$ cat src/rtl/cta_pkg.sv
`timescale 1ns / 1ps

package cta_pkg;

    // Operator and mode letters (ASCII)
    localparam logic [7:0] CH_M_UC = 8'h4D;  // 'M'
    localparam logic [7:0] CH_M_LC = 8'h6D;  // 'm'
    localparam logic [7:0] CH_D_UC = 8'h44;  // 'D'
    localparam logic [7:0] CH_D_LC = 8'h64;  // 'd'
    localparam logic [7:0] CH_I_UC = 8'h49;  // 'I'
    localparam logic [7:0] CH_I_LC = 8'h69;  // 'i'
    localparam logic [7:0] CH_F_UC = 8'h46;  // 'F'
    localparam logic [7:0] CH_F_LC = 8'h66;  // 'f'
    localparam logic [7:0] CH_R_UC = 8'h52;  // 'R'
    localparam logic [7:0] CH_R_LC = 8'h72;  // 'r'
    localparam logic [7:0] CH_X_UC = 8'h58;  // 'X'
    localparam logic [7:0] CH_L_UC = 8'h4C;  // 'L'
    localparam logic [7:0] CH_N_UC = 8'h4E;  // 'N'
    localparam logic [7:0] CH_T_UC = 8'h54;  // 'T'
    localparam logic [7:0] CH_P_UC = 8'h50;  // 'P'

    localparam int CoordW  = 32;
    localparam int LengthW = 24;
    localparam int CfgIdxW = 3;

    localparam logic [7:0] MODE_RESET = CH_N_UC;

    typedef enum logic [CfgIdxW-1:0] {
        REG_SEARCH_MODE   = 3'd0,
        REG_REF_FORWARD   = 3'd1,
        REG_MATCH_FORWARD = 3'd2,
        REG_REF_LOW       = 3'd3,
        REG_REF_HIGH      = 3'd4,
        REG_MATCH_LOW     = 3'd5,
        REG_MATCH_HIGH    = 3'd6
    } cfg_idx_t;

    typedef enum logic [1:0] {
        ST_OK         = 2'd0,
        ST_FRAMESHIFT = 2'd1,
        ST_UNKNOWN_OP = 2'd2,
        ST_SKIPPED    = 2'd3
    } status_t;

    typedef struct packed {
        logic [7:0]         op_char;
        logic [LengthW-1:0] op_length;
        logic               string_start;
    } in_item_t;

    typedef struct packed {
        logic                     range_valid;
        logic signed [CoordW-1:0] ref_begin;
        logic signed [CoordW-1:0] ref_end;
        logic signed [CoordW-1:0] match_begin;
        logic signed [CoordW-1:0] match_end;
        logic [1:0]               status;
        logic                     mode_unknown;
    } out_item_t;

    typedef struct packed {
        logic [7:0]         search_mode;
        logic               ref_forward;
        logic               match_forward;
        logic [CoordW-1:0]  ref_low;
        logic [CoordW-1:0]  ref_high;
        logic [CoordW-1:0]  match_low;
        logic [CoordW-1:0]  match_high;
    } cfg_t;

endpackage

$ cat src/rtl/cigar_to_aligned_ranges.sv
`timescale 1ns / 1ps
// Channel   Direction  Handshake           Payload
// in        input      in_valid/in_stall   in_item_t   (op_char, op_length, string_start)
// out       output     out_valid/out_stall out_item_t  (range, status, mode_unknown)
// cfg       input      cfg_valid/cfg_ready cfg_index, cfg_data
//
// One operation per cycle sustained while the output is not stalled.
// Input register feeds the cursor update logic, which loads the result register.
// Cursors and the error latch update when an item moves into the result register.
// Reset clears cursors and error latch, and loads register defaults (mode 'N', forward).
// A stalled output holds the pipeline; in_stall is raised only while the input stage is full.

module cigar_to_aligned_ranges
    import cta_pkg::*;
(
    input  logic               clk,
    input  logic               rst_n,
    input  logic               in_valid,
    output logic               in_stall,
    input  in_item_t           in_data,
    output logic               out_valid,
    input  logic               out_stall,
    output out_item_t          out_data,
    input  logic               cfg_valid,
    output logic               cfg_ready,
    input  logic [CfgIdxW-1:0] cfg_index,
    input  logic [CoordW-1:0]  cfg_data
);

    cfg_t      cfg;
    logic      s1_valid_reg;
    in_item_t  s1_item_reg;
    logic      out_valid_reg;
    out_item_t out_item_reg;
    out_item_t step_result;
    logic      out_free;
    logic      s1_adv;
    logic      in_xfer;

    assign cfg_ready = 1'b1;

    cta_cfg_regs u_cfg (
        .clk      (clk),
        .rst_n    (rst_n),
        .wr_en    (cfg_valid && cfg_ready),
        .wr_index (cfg_index),
        .wr_data  (cfg_data),
        .cfg      (cfg)
    );

    assign out_free = !out_valid_reg || !out_stall;
    assign s1_adv   = s1_valid_reg && out_free;
    assign in_stall = s1_valid_reg && !out_free;
    assign in_xfer  = in_valid && !in_stall;

    always_ff @(posedge clk or negedge rst_n)
    begin
        if (!rst_n)
        begin
            s1_valid_reg <= 1'b0;
        end
        else if (!in_stall)
        begin
            s1_valid_reg <= in_valid;
        end
    end

    always_ff @(posedge clk)
    begin
        if (in_xfer)
        begin
            s1_item_reg <= in_data;
        end
    end

    cta_step u_step (
        .clk     (clk),
        .rst_n   (rst_n),
        .cfg     (cfg),
        .item    (s1_item_reg),
        .advance (s1_adv),
        .result  (step_result)
    );

    always_ff @(posedge clk or negedge rst_n)
    begin
        if (!rst_n)
        begin
            out_valid_reg <= 1'b0;
        end
        else if (out_free)
        begin
            out_valid_reg <= s1_valid_reg;
        end
    end

    always_ff @(posedge clk)
    begin
        if (s1_adv)
        begin
            out_item_reg <= step_result;
        end
    end

    assign out_valid = out_valid_reg;
    assign out_data  = out_item_reg;

    a_stall_only_when_full: assert property (@(posedge clk) disable iff (!rst_n)
        in_stall |-> (s1_valid_reg && out_valid_reg && out_stall))
        else $error("input stalled while pipeline has room");

    a_range_is_ok: assert property (@(posedge clk) disable iff (!rst_n)
        (out_valid && out_data.range_valid) |-> (out_data.status == ST_OK))
        else $error("range reported with error status");

    a_no_range_zero: assert property (@(posedge clk) disable iff (!rst_n)
        (out_valid && !out_data.range_valid) |->
        (out_data.ref_begin == '0 && out_data.ref_end == '0 &&
         out_data.match_begin == '0 && out_data.match_end == '0))
        else $error("nonzero coordinates without a range");

    a_start_not_skipped: assert property (@(posedge clk) disable iff (!rst_n)
        (s1_adv && s1_item_reg.string_start) |=> (out_data.status != ST_SKIPPED))
        else $error("string start was skipped");

endmodule

$ cat src/rtl/cta_cfg_regs.sv
`timescale 1ns / 1ps

module cta_cfg_regs
    import cta_pkg::*;
(
    input  logic               clk,
    input  logic               rst_n,
    input  logic               wr_en,
    input  logic [CfgIdxW-1:0] wr_index,
    input  logic [CoordW-1:0]  wr_data,
    output cfg_t               cfg
);

    cfg_t cfg_reg;
    cfg_t cfg_next;

    always_comb
    begin
        cfg_next = cfg_reg;
        if (wr_en)
        begin
            case (wr_index)
                REG_SEARCH_MODE:   cfg_next.search_mode   = wr_data[7:0];
                REG_REF_FORWARD:   cfg_next.ref_forward   = wr_data[0];
                REG_MATCH_FORWARD: cfg_next.match_forward = wr_data[0];
                REG_REF_LOW:       cfg_next.ref_low       = wr_data;
                REG_REF_HIGH:      cfg_next.ref_high      = wr_data;
                REG_MATCH_LOW:     cfg_next.match_low     = wr_data;
                REG_MATCH_HIGH:    cfg_next.match_high    = wr_data;
                default:           cfg_next = cfg_reg;  // unmapped index, dropped
            endcase
        end
    end

    always_ff @(posedge clk or negedge rst_n)
    begin
        if (!rst_n)
        begin
            cfg_reg.search_mode   <= MODE_RESET;
            cfg_reg.ref_forward   <= 1'b1;
            cfg_reg.match_forward <= 1'b1;
            cfg_reg.ref_low       <= '0;
            cfg_reg.ref_high      <= '0;
            cfg_reg.match_low     <= '0;
            cfg_reg.match_high    <= '0;
        end
        else
        begin
            cfg_reg <= cfg_next;
        end
    end

    assign cfg = cfg_reg;

endmodule

$ cat src/rtl/cta_step.sv
`timescale 1ns / 1ps

module cta_step
    import cta_pkg::*;
(
    input  logic      clk,
    input  logic      rst_n,
    input  cfg_t      cfg,
    input  in_item_t  item,
    input  logic      advance,
    output out_item_t result
);

    localparam logic [CoordW-1:0] CoordOne = 1;

    logic [CoordW-1:0] ref_cur_reg;
    logic [CoordW-1:0] ref_cur_next;
    logic [CoordW-1:0] match_cur_reg;
    logic [CoordW-1:0] match_cur_next;
    logic              err_reg;
    logic              err_next;

    logic              three_frames;
    logic              mode_unknown;
    logic [CoordW-1:0] len_ext;
    logic [CoordW-1:0] nref;
    logic [CoordW-1:0] ref_base;
    logic [CoordW-1:0] match_base;
    logic [CoordW-1:0] ref_first;
    logic [CoordW-1:0] ref_far;
    logic [CoordW-1:0] match_first;
    logic [CoordW-1:0] match_far;
    logic              skip;

    always_comb
    begin
        three_frames = 1'b0;
        mode_unknown = 1'b0;
        case (cfg.search_mode) inside
            CH_X_UC, CH_L_UC:          three_frames = 1'b1;
            CH_N_UC, CH_T_UC, CH_P_UC: three_frames = 1'b0;
            default:                   mode_unknown = 1'b1;
        endcase
    end

    assign len_ext = {{(CoordW-LengthW){1'b0}}, item.op_length};
    assign nref    = three_frames ? ((len_ext << 1) + len_ext) : len_ext;

    // cursors reload to one step outside the range on a string start
    always_comb
    begin
        if (item.string_start)
        begin
            ref_base   = cfg.ref_forward ? cfg.ref_low - CoordOne : cfg.ref_high + CoordOne;
            match_base = cfg.match_forward ? cfg.match_low - CoordOne
                                           : cfg.match_high + CoordOne;
        end
        else
        begin
            ref_base   = ref_cur_reg;
            match_base = match_cur_reg;
        end
    end

    // begin + (n - 1) collapses to base + n
    assign ref_first   = cfg.ref_forward   ? ref_base + CoordOne   : ref_base - CoordOne;
    assign ref_far     = cfg.ref_forward   ? ref_base + nref       : ref_base - nref;
    assign match_first = cfg.match_forward ? match_base + CoordOne : match_base - CoordOne;
    assign match_far   = cfg.match_forward ? match_base + len_ext : match_base - len_ext;

    assign skip = err_reg && !item.string_start;

    always_comb
    begin
        result              = '0;
        result.mode_unknown = mode_unknown;
        result.status       = ST_OK;
        ref_cur_next        = ref_base;
        match_cur_next      = match_base;
        err_next            = 1'b0;
        if (skip)
        begin
            result.status  = ST_SKIPPED;
            err_next       = 1'b1;
        end
        else
        begin
            case (item.op_char) inside
                CH_M_UC, CH_M_LC:
                begin
                    result.range_valid = 1'b1;
                    result.ref_begin   = ref_first;
                    result.ref_end     = ref_far;
                    result.match_begin = match_first;
                    result.match_end   = match_far;
                    ref_cur_next       = ref_far;
                    match_cur_next     = match_far;
                end
                CH_D_UC, CH_D_LC:
                begin
                    ref_cur_next = ref_far;
                end
                CH_I_UC, CH_I_LC:
                begin
                    match_cur_next = match_far;
                end
                CH_F_UC, CH_F_LC, CH_R_UC, CH_R_LC:
                begin
                    result.status = ST_FRAMESHIFT;
                    err_next      = 1'b1;
                end
                default:
                begin
                    result.status = ST_UNKNOWN_OP;
                    err_next      = 1'b1;
                end
            endcase
        end
    end

    always_ff @(posedge clk or negedge rst_n)
    begin
        if (!rst_n)
        begin
            ref_cur_reg   <= '0;
            match_cur_reg <= '0;
            err_reg       <= 1'b0;
        end
        else if (advance)
        begin
            ref_cur_reg   <= ref_cur_next;
            match_cur_reg <= match_cur_next;
            err_reg       <= err_next;
        end
    end

endmodule
$ cat config.mk
export PLATFORM = sky130hd
export DESIGN_NAME = cigar_to_aligned_ranges
export DESIGN_NICKNAME = d
export VERILOG_FILES = /design/src/rtl/cta_pkg.sv /design/src/rtl/cigar_to_aligned_ranges.sv /design/src/rtl/cta_cfg_regs.sv /design/src/rtl/cta_step.sv
export SDC_FILE = /design/constraint.sdc
export NUM_CORES = 1
export LEC_CHECK = 0
export ABC_AREA = 1
export BUFFER_PORTS_ARGS = -buffer_cell sky130_fd_sc_hd__buf_2
export CAP_MARGIN = 10
export CORE_ASPECT_RATIO = 1.1
export CORE_MARGIN = 5
export CORE_UTILIZATION = 55
export DETAILED_ROUTE_END_ITERATION = 10
export MAX_ROUTING_LAYER = met4
export PLACE_DENSITY = 0.75
export SLEW_MARGIN = 20
export SYNTH_ARGS = -nofsm -noshare
export SYNTH_HDL_FRONTEND = slang
export SYNTH_HIERARCHICAL = 1
export SYNTH_SLANG_ARGS = --single-unit
$ cat constraint.sdc
create_clock -name clk -period 7.7 [get_ports clk]
set_input_delay 0 -clock clk [delete_from_list [all_inputs] [get_ports clk]]
set_output_delay 0 -clock clk [all_outputs]
set_load 0.01 [all_outputs]
==> metrics.txt, run 1 <==
status=completed; H-Tree Depth=2; TritonCTS Buffers=40; largest buffer count on any clock path=3; Port-buffer cells=205; vias post-DR=28700; clk_lat worst skew=590 ps; Root Buffer=clkbuf_16; Tot GR Track Use=33.5%; RR Startpoint=s1_item_reg[2]$_DFFE_PP_; Area Overhead vs Synth=12.6%; PwrDens=276 mW/mm2; hold crit path type=input port to asynchronous set/reset pin; synthesized area=0.0288 mm2; pre-CTS setup slack=2310 ps; setup slack after layout=2160 ps; Sum Neg Setup Slack=0 ps; # setup viols final=0; DIE WIDTH=228 um; vias per cell=5.71; Routed Antenna Nets=0; Core ar.=0.0522 mm2; First-pass DRT Iterations=6; fin crit period=5540 ps; crit path launch=s1_item_reg[2]$_DFFE_PP_; drt drc=0; Tot Pwr=8.95 mW; internal reg-to-reg setup slack=2160 ps; CP endpoint kind=flop; WP data arrival=5990 ps; vias in the first global route=27000; Largest stage delay, worst path=580 ps; DP HPWL=72600 um; DIE AREA=0.0571 mm2; Setup Skew=29.9 ps; Hold Violations, Final=0; GP Congestion=1.01; global-route wire length before repair=148000 um; Initial Utilization=55.3%; Achievable Freq=180 MHz; Least-Margin Pin Slew=1080 ps; period utilization=72.0%; CTS sink cnt=369; # diodes=0; CP max-delay cell=edfxtp_1; CTS tree=done; FF-to-FF path depth=31; Nets=4563; drt total wl=96000 um; Mapped Nets=4323; crit path kind=flop to flop; Final Max Slew Viols=0; VDD IR max=199 uV; Ys Warns=6; Overflow after GRT=0; end point of the critical path=u_step/ref_cur_reg[29]$_DFFE_PN0P_; Ports=208; Initial DRC Count=3134; Reg clk slew, reported paths=80 ps; reg2reg end=u_step/ref_cur_reg[29]$_DFFE_PN0P_; LEAKAGE=15.9 nW; crit-path max FO=5; antenna violations before repair=0; cells after synthesis=4071; Slew headroom=27.3%; Std-Cell Rows=88; Die Ht=250 um; crit start category=flop; maxcap violations=0; crit-path most repeated cell=nand2_1; RSZ-0062 raised after global routing=no; Syn Area/Cell=7.09 um2; largest net degree at the start of global routing=95; Critical Path RT=8150 ps; Largest register FFs=138; post-CTS setup buffers=0; share of cells above drive strength 1=9.83%; drt wl/cell=19.1 um
-- report_power, final --
part	switching (mW)	internal, mW	total (mW)
combinational	2.91	1.36	4.27
sequential	0.268	2.36	2.63
clock	0.851	1.20	2.05
-- worst max-delay path: cells and delay by family, from the launching register on --
family	cells	cell delay (ps)
and+or+nand+nor	19	2190
adders and majority gates	3	1050
AOI/OAI and AO/OA	4	890
DFF	1	580
buffers and inverters	4	450
xor gates and xnor gates	1	260
-- metrics by stage --
step	std cells	hold slack, ps	util (%)	cell area (um2)
floorplan	4071	-296	-	28800
CTS	5018	85.6	62.2	32500
global route	5018	124	62.2	32500
finish	5018	56.3	62.2	32500
global placement	4866	130	58.1	30300
detailed placement	4866	133	58.1	30300
-- worst min path at each step --
stage                                         end        from  cells past startpoint  slack, ps
6_report       u_step/ref_cur_reg[23]$_DFFE_PN0P_       rst_n                      2         60
5_1_grt                  s1_item_reg[2]$_DFFE_PP_  in_data[2]                      2        120
4_1_cts        u_step/ref_cur_reg[23]$_DFFE_PN0P_       rst_n                      2         90
3_5_place_dp   u_step/ref_cur_reg[23]$_DFFE_PN0P_       rst_n                      1        130
3_3_place_gp   u_step/ref_cur_reg[23]$_DFFE_PN0P_       rst_n                      1        130
2_1_floorplan               out_valid$_DFFE_PN0P_       rst_n                      0       -300
-- layout by cell type, fill, tap and decap left out, types with 13 or more instances in the layout --
cell	count
a21o_1	17
a21oi_1	277
buf_2	204
buf_4	23
clkbuf_16	42
dfrtp_1	199
dlygate4sd3_1	78
edfxtp_1	164
ha_1	174
inv_1	480
inv_2	13
nand2_1	1194
nand2_2	23
nand3_1	253
nand3_2	14
nand4_1	54
nor2_1	376
nor2_2	30
nor2_4	15
nor3_1	46
nor4_1	20
o211ai_1	37
o21a_1	33
o21ai_0	232
o21ai_1	24
o21bai_1	13
o22ai_1	20
xnor2_1	39
xor2_1	86
-- metal layers --
layer | up-vias | GRT usage [%] | share of wire (%)
met5 | - | - | 0
met4 | 0 | 14.1 | 4.8
met3 | 194 | 4.00 | 7.9
met2 | 1252 | 52.0 | 45
met1 | 13300 | 44.9 | 42
li1 | 13900 | - | -
-- area by class of cell --
class | instances | area, um2
multi-input combinational | 3099 | 16300
clock inverter | 21 | 248
timing repair buffer | 306 | 1990
inverter | 495 | 1860
tap | 675 | 845
fill | 4845 | 19700
sequential | 369 | 10100
clock buffer | 53 | 1120
-- repair_timing --
action                                 in CTS  in global routing
hold buffers                               78                  0
resized for setup                           0                  0
endpoints found under the hold margin     265                  0
No activity file was read; power rests on OpenSTA's default activity.
==> inputs of run 2 (changes only) <==
Settings changed: PLACE_DENSITY 0.75 to 0.72.
Clock period 7.7 ns to 5.4 ns, I/O delays scaled along.
==> run 2 against run 1 <==
Core utilization grew 0.47 points. Global-route usage is 1.4 points higher. First-iteration DRC count down 6.6%. Hold slack better by 67 ps. Largest power group unchanged. Sequential share of layout area decreased by 0.23 points. Sequential cell count unchanged. Maximum frequency rose by 10%. Worst setup slack lost 1800 ps. Non-clock buffer count is 12 higher.
==> metrics.txt, run 2 (synthesis results as in run 1) <==
status=completed; period utilization=92.9% (+21 points); VDD IR max=277 uV (+39%); crit path launch=u_cfg/cfg[128]$_DFFE_PN1P_; CTS tree=done; Routed Antenna Nets=0 (unchanged); Overflow after GRT=0 (unchanged); Die Ht=250 um (unchanged); Fillers=4821 (-0.50%); global-route wire length before repair=153000 um (+3.2%); hold crit path type=input port to flop; Core ar.=0.0522 mm2 (unchanged); DP HPWL=76000 um (+4.7%); drt total wl=100000 um (+4.4%); Nets=4579 (+0.35%); crit-path max FO=14 (+9); maxcap violations=0 (unchanged); First-pass DRT Iterations=6 (unchanged); TritonCTS Buffers=44 (+10%); HP Start=in_data[4]; CP endpoint kind=flop; LEAKAGE=16.0 nW (+0.78%); Achievable Freq=199 MHz (+10%); DIE WIDTH=228 um (unchanged); DIE AREA=0.0571 mm2 (unchanged); Root Buffer=clkbuf_16; setup slack after layout=382 ps (-1780 ps); Final Util=62.7% (+0.47 points); H-Tree Depth=2 (unchanged); drt wl/cell=19.9 um (+4.0%); Final Max Slew Viols=0 (unchanged); Least-Margin Pin Slew=942 ps (-135 ps); Port-buffer cells=205 (unchanged); end point of the critical path=u_step/match_cur_reg[18]$_DFFE_PN0P_; Std-Cell Rows=88 (unchanged); Slew headroom=36.6% (+9.3 points); placed insts=4877 (+0.23%); most common cell after layout, fill and taps aside=nand2_1; FF-to-FF path depth=16 (-48%); Hold Violations, Final=0 (unchanged); vias post-DR=28600 (-0.12%); CTS sink cnt=369 (unchanged); largest buffer count on any clock path=3 (unchanged); clk_lat worst skew=590 ps (about the same); Hold WS=124 ps (+67.3 ps); Final Cell Area=0.0327 mm2 (+0.76%); pre-CTS setup slack=396 ps (-1910 ps); Ports=208 (unchanged); Critical Path RT=5870 ps (-2280 ps); vias in the first global route=26800 (-0.78%); vias per cell=5.68 (-0.54%); drt drc=0 (unchanged); crit path kind=flop to flop; WP data arrival=5490 ps (-500 ps); antenna violations before repair=0 (unchanged); Initial Utilization=55.3% (unchanged); GP Congestion=0.997 (-1.2%); Tot GR Track Use=34.8% (+1.4 points); internal reg-to-reg setup slack=380 ps (-1780 ps); RSZ-0062 raised after global routing=no; RR Startpoint=u_cfg/cfg[128]$_DFFE_PN1P_; Tot Pwr=12.9 mW (+44%); fin crit period=5020 ps (-524 ps); Sum Neg Setup Slack=0 ps (unchanged); share of cells above drive strength 1=10.5% (+0.62 points); Setup Skew=18.3 ps (-11.6 ps); most frequent cells in the layout=nand2_1 (1193), inv_1 (480), nor2_1 (375); largest net degree at the start of global routing=154 (+62%); PwrDens=395 mW/mm2 (+43%); Area after DPL=0.0304 mm2 (+0.40%); reg2reg end=u_step/match_cur_reg[18]$_DFFE_PN0P_; Area Overhead vs Synth=13.4%; # setup viols final=0 (unchanged); Initial DRC Count=2927 (-6.6%); Largest register FFs=138 (unchanged); Reg clk slew, reported paths=70 ps (about the same); crit start category=flop; Layout Cells excl Fill=5039 (+0.42%)
run 2: changes by cell type in the layout (fill, tap and decap cells not counted), moves of 2 or more:
cell,previous run,this run
buf_12,0,4
clkinv_4,3,8
clkinv_1,6,9
bufinv_16,5,3
buf_4,23,33
clkbuf_8,4,1
dlygate4sd3_1,78,75
clkbuf_16,42,46
clkinv_2,4,6
clkbuf_1,8,3
clkinvlp_4,2,4
run 2: timing repair:
action	in CTS	in global routing
hold buffers	77	0
setup buffers	0	2
resized for setup	0	4
setup endpoints to repair	0	13
endpoints found under the hold margin	233	0
run 2: cell type report:
class	count	area (um2)	area share, %
sequential	369	10100	30.8
inverter	495	1860	5.69
tap	675	845	2.58
timing repair buffer	318	2140	6.54
clock inverter	33	288	0.880
antenna	1	2.50	0.00765
clock buffer	49	1160	3.55
multi-input combinational	3099	16400	50.0
run 2: worst max-delay path, cell delays in order, from the launching register on:
cell and delay, ps:
dfstp_2 700, inv_2 210, o21ai_0 750, o21ai_0 340, fa_1 530, inv_1 70, nand3_1 60, nand2_1 140
a21oi_1 170, o21ai_1 500, a21oi_1 220, o21ai_0 390, a21oi_1 140, xor2_1 410, nand2_1 100, o211ai_1 100
nand2_1 60
run 2: worst min path at each step:
stage | end | slack (ps) | cells after the start
6_report | s1_item_reg[4]$_DFFE_PP_ | 120 | 2
5_1_grt | s1_item_reg[25]$_DFFE_PP_ | 110 | 2
4_1_cts | s1_item_reg[17]$_DFFE_PP_ | 100 | 2
3_5_place_dp | u_step/ref_cur_reg[31]$_DFFE_PN0P_ | 10 | 1
3_3_place_gp | u_step/ref_cur_reg[23]$_DFFE_PN0P_ | 5 | 1
2_1_floorplan | out_valid$_DFFE_PN0P_ | -300 | 0
run 2: layer usage:
metal,up-vias,GRT usage [%],routed length (um)
met1,13300,46.6,42700
met2,1198,54.5,45200
met5,-,-,0
met3,192,4.55,7590
li1,14000,-,-
met4,0,13.4,4640
run 2: where the power goes:
part	internal (mW)	switching [mW]
Sequential	3.37	0.371
Combinational	1.97	4.20
Clock	1.71	1.30
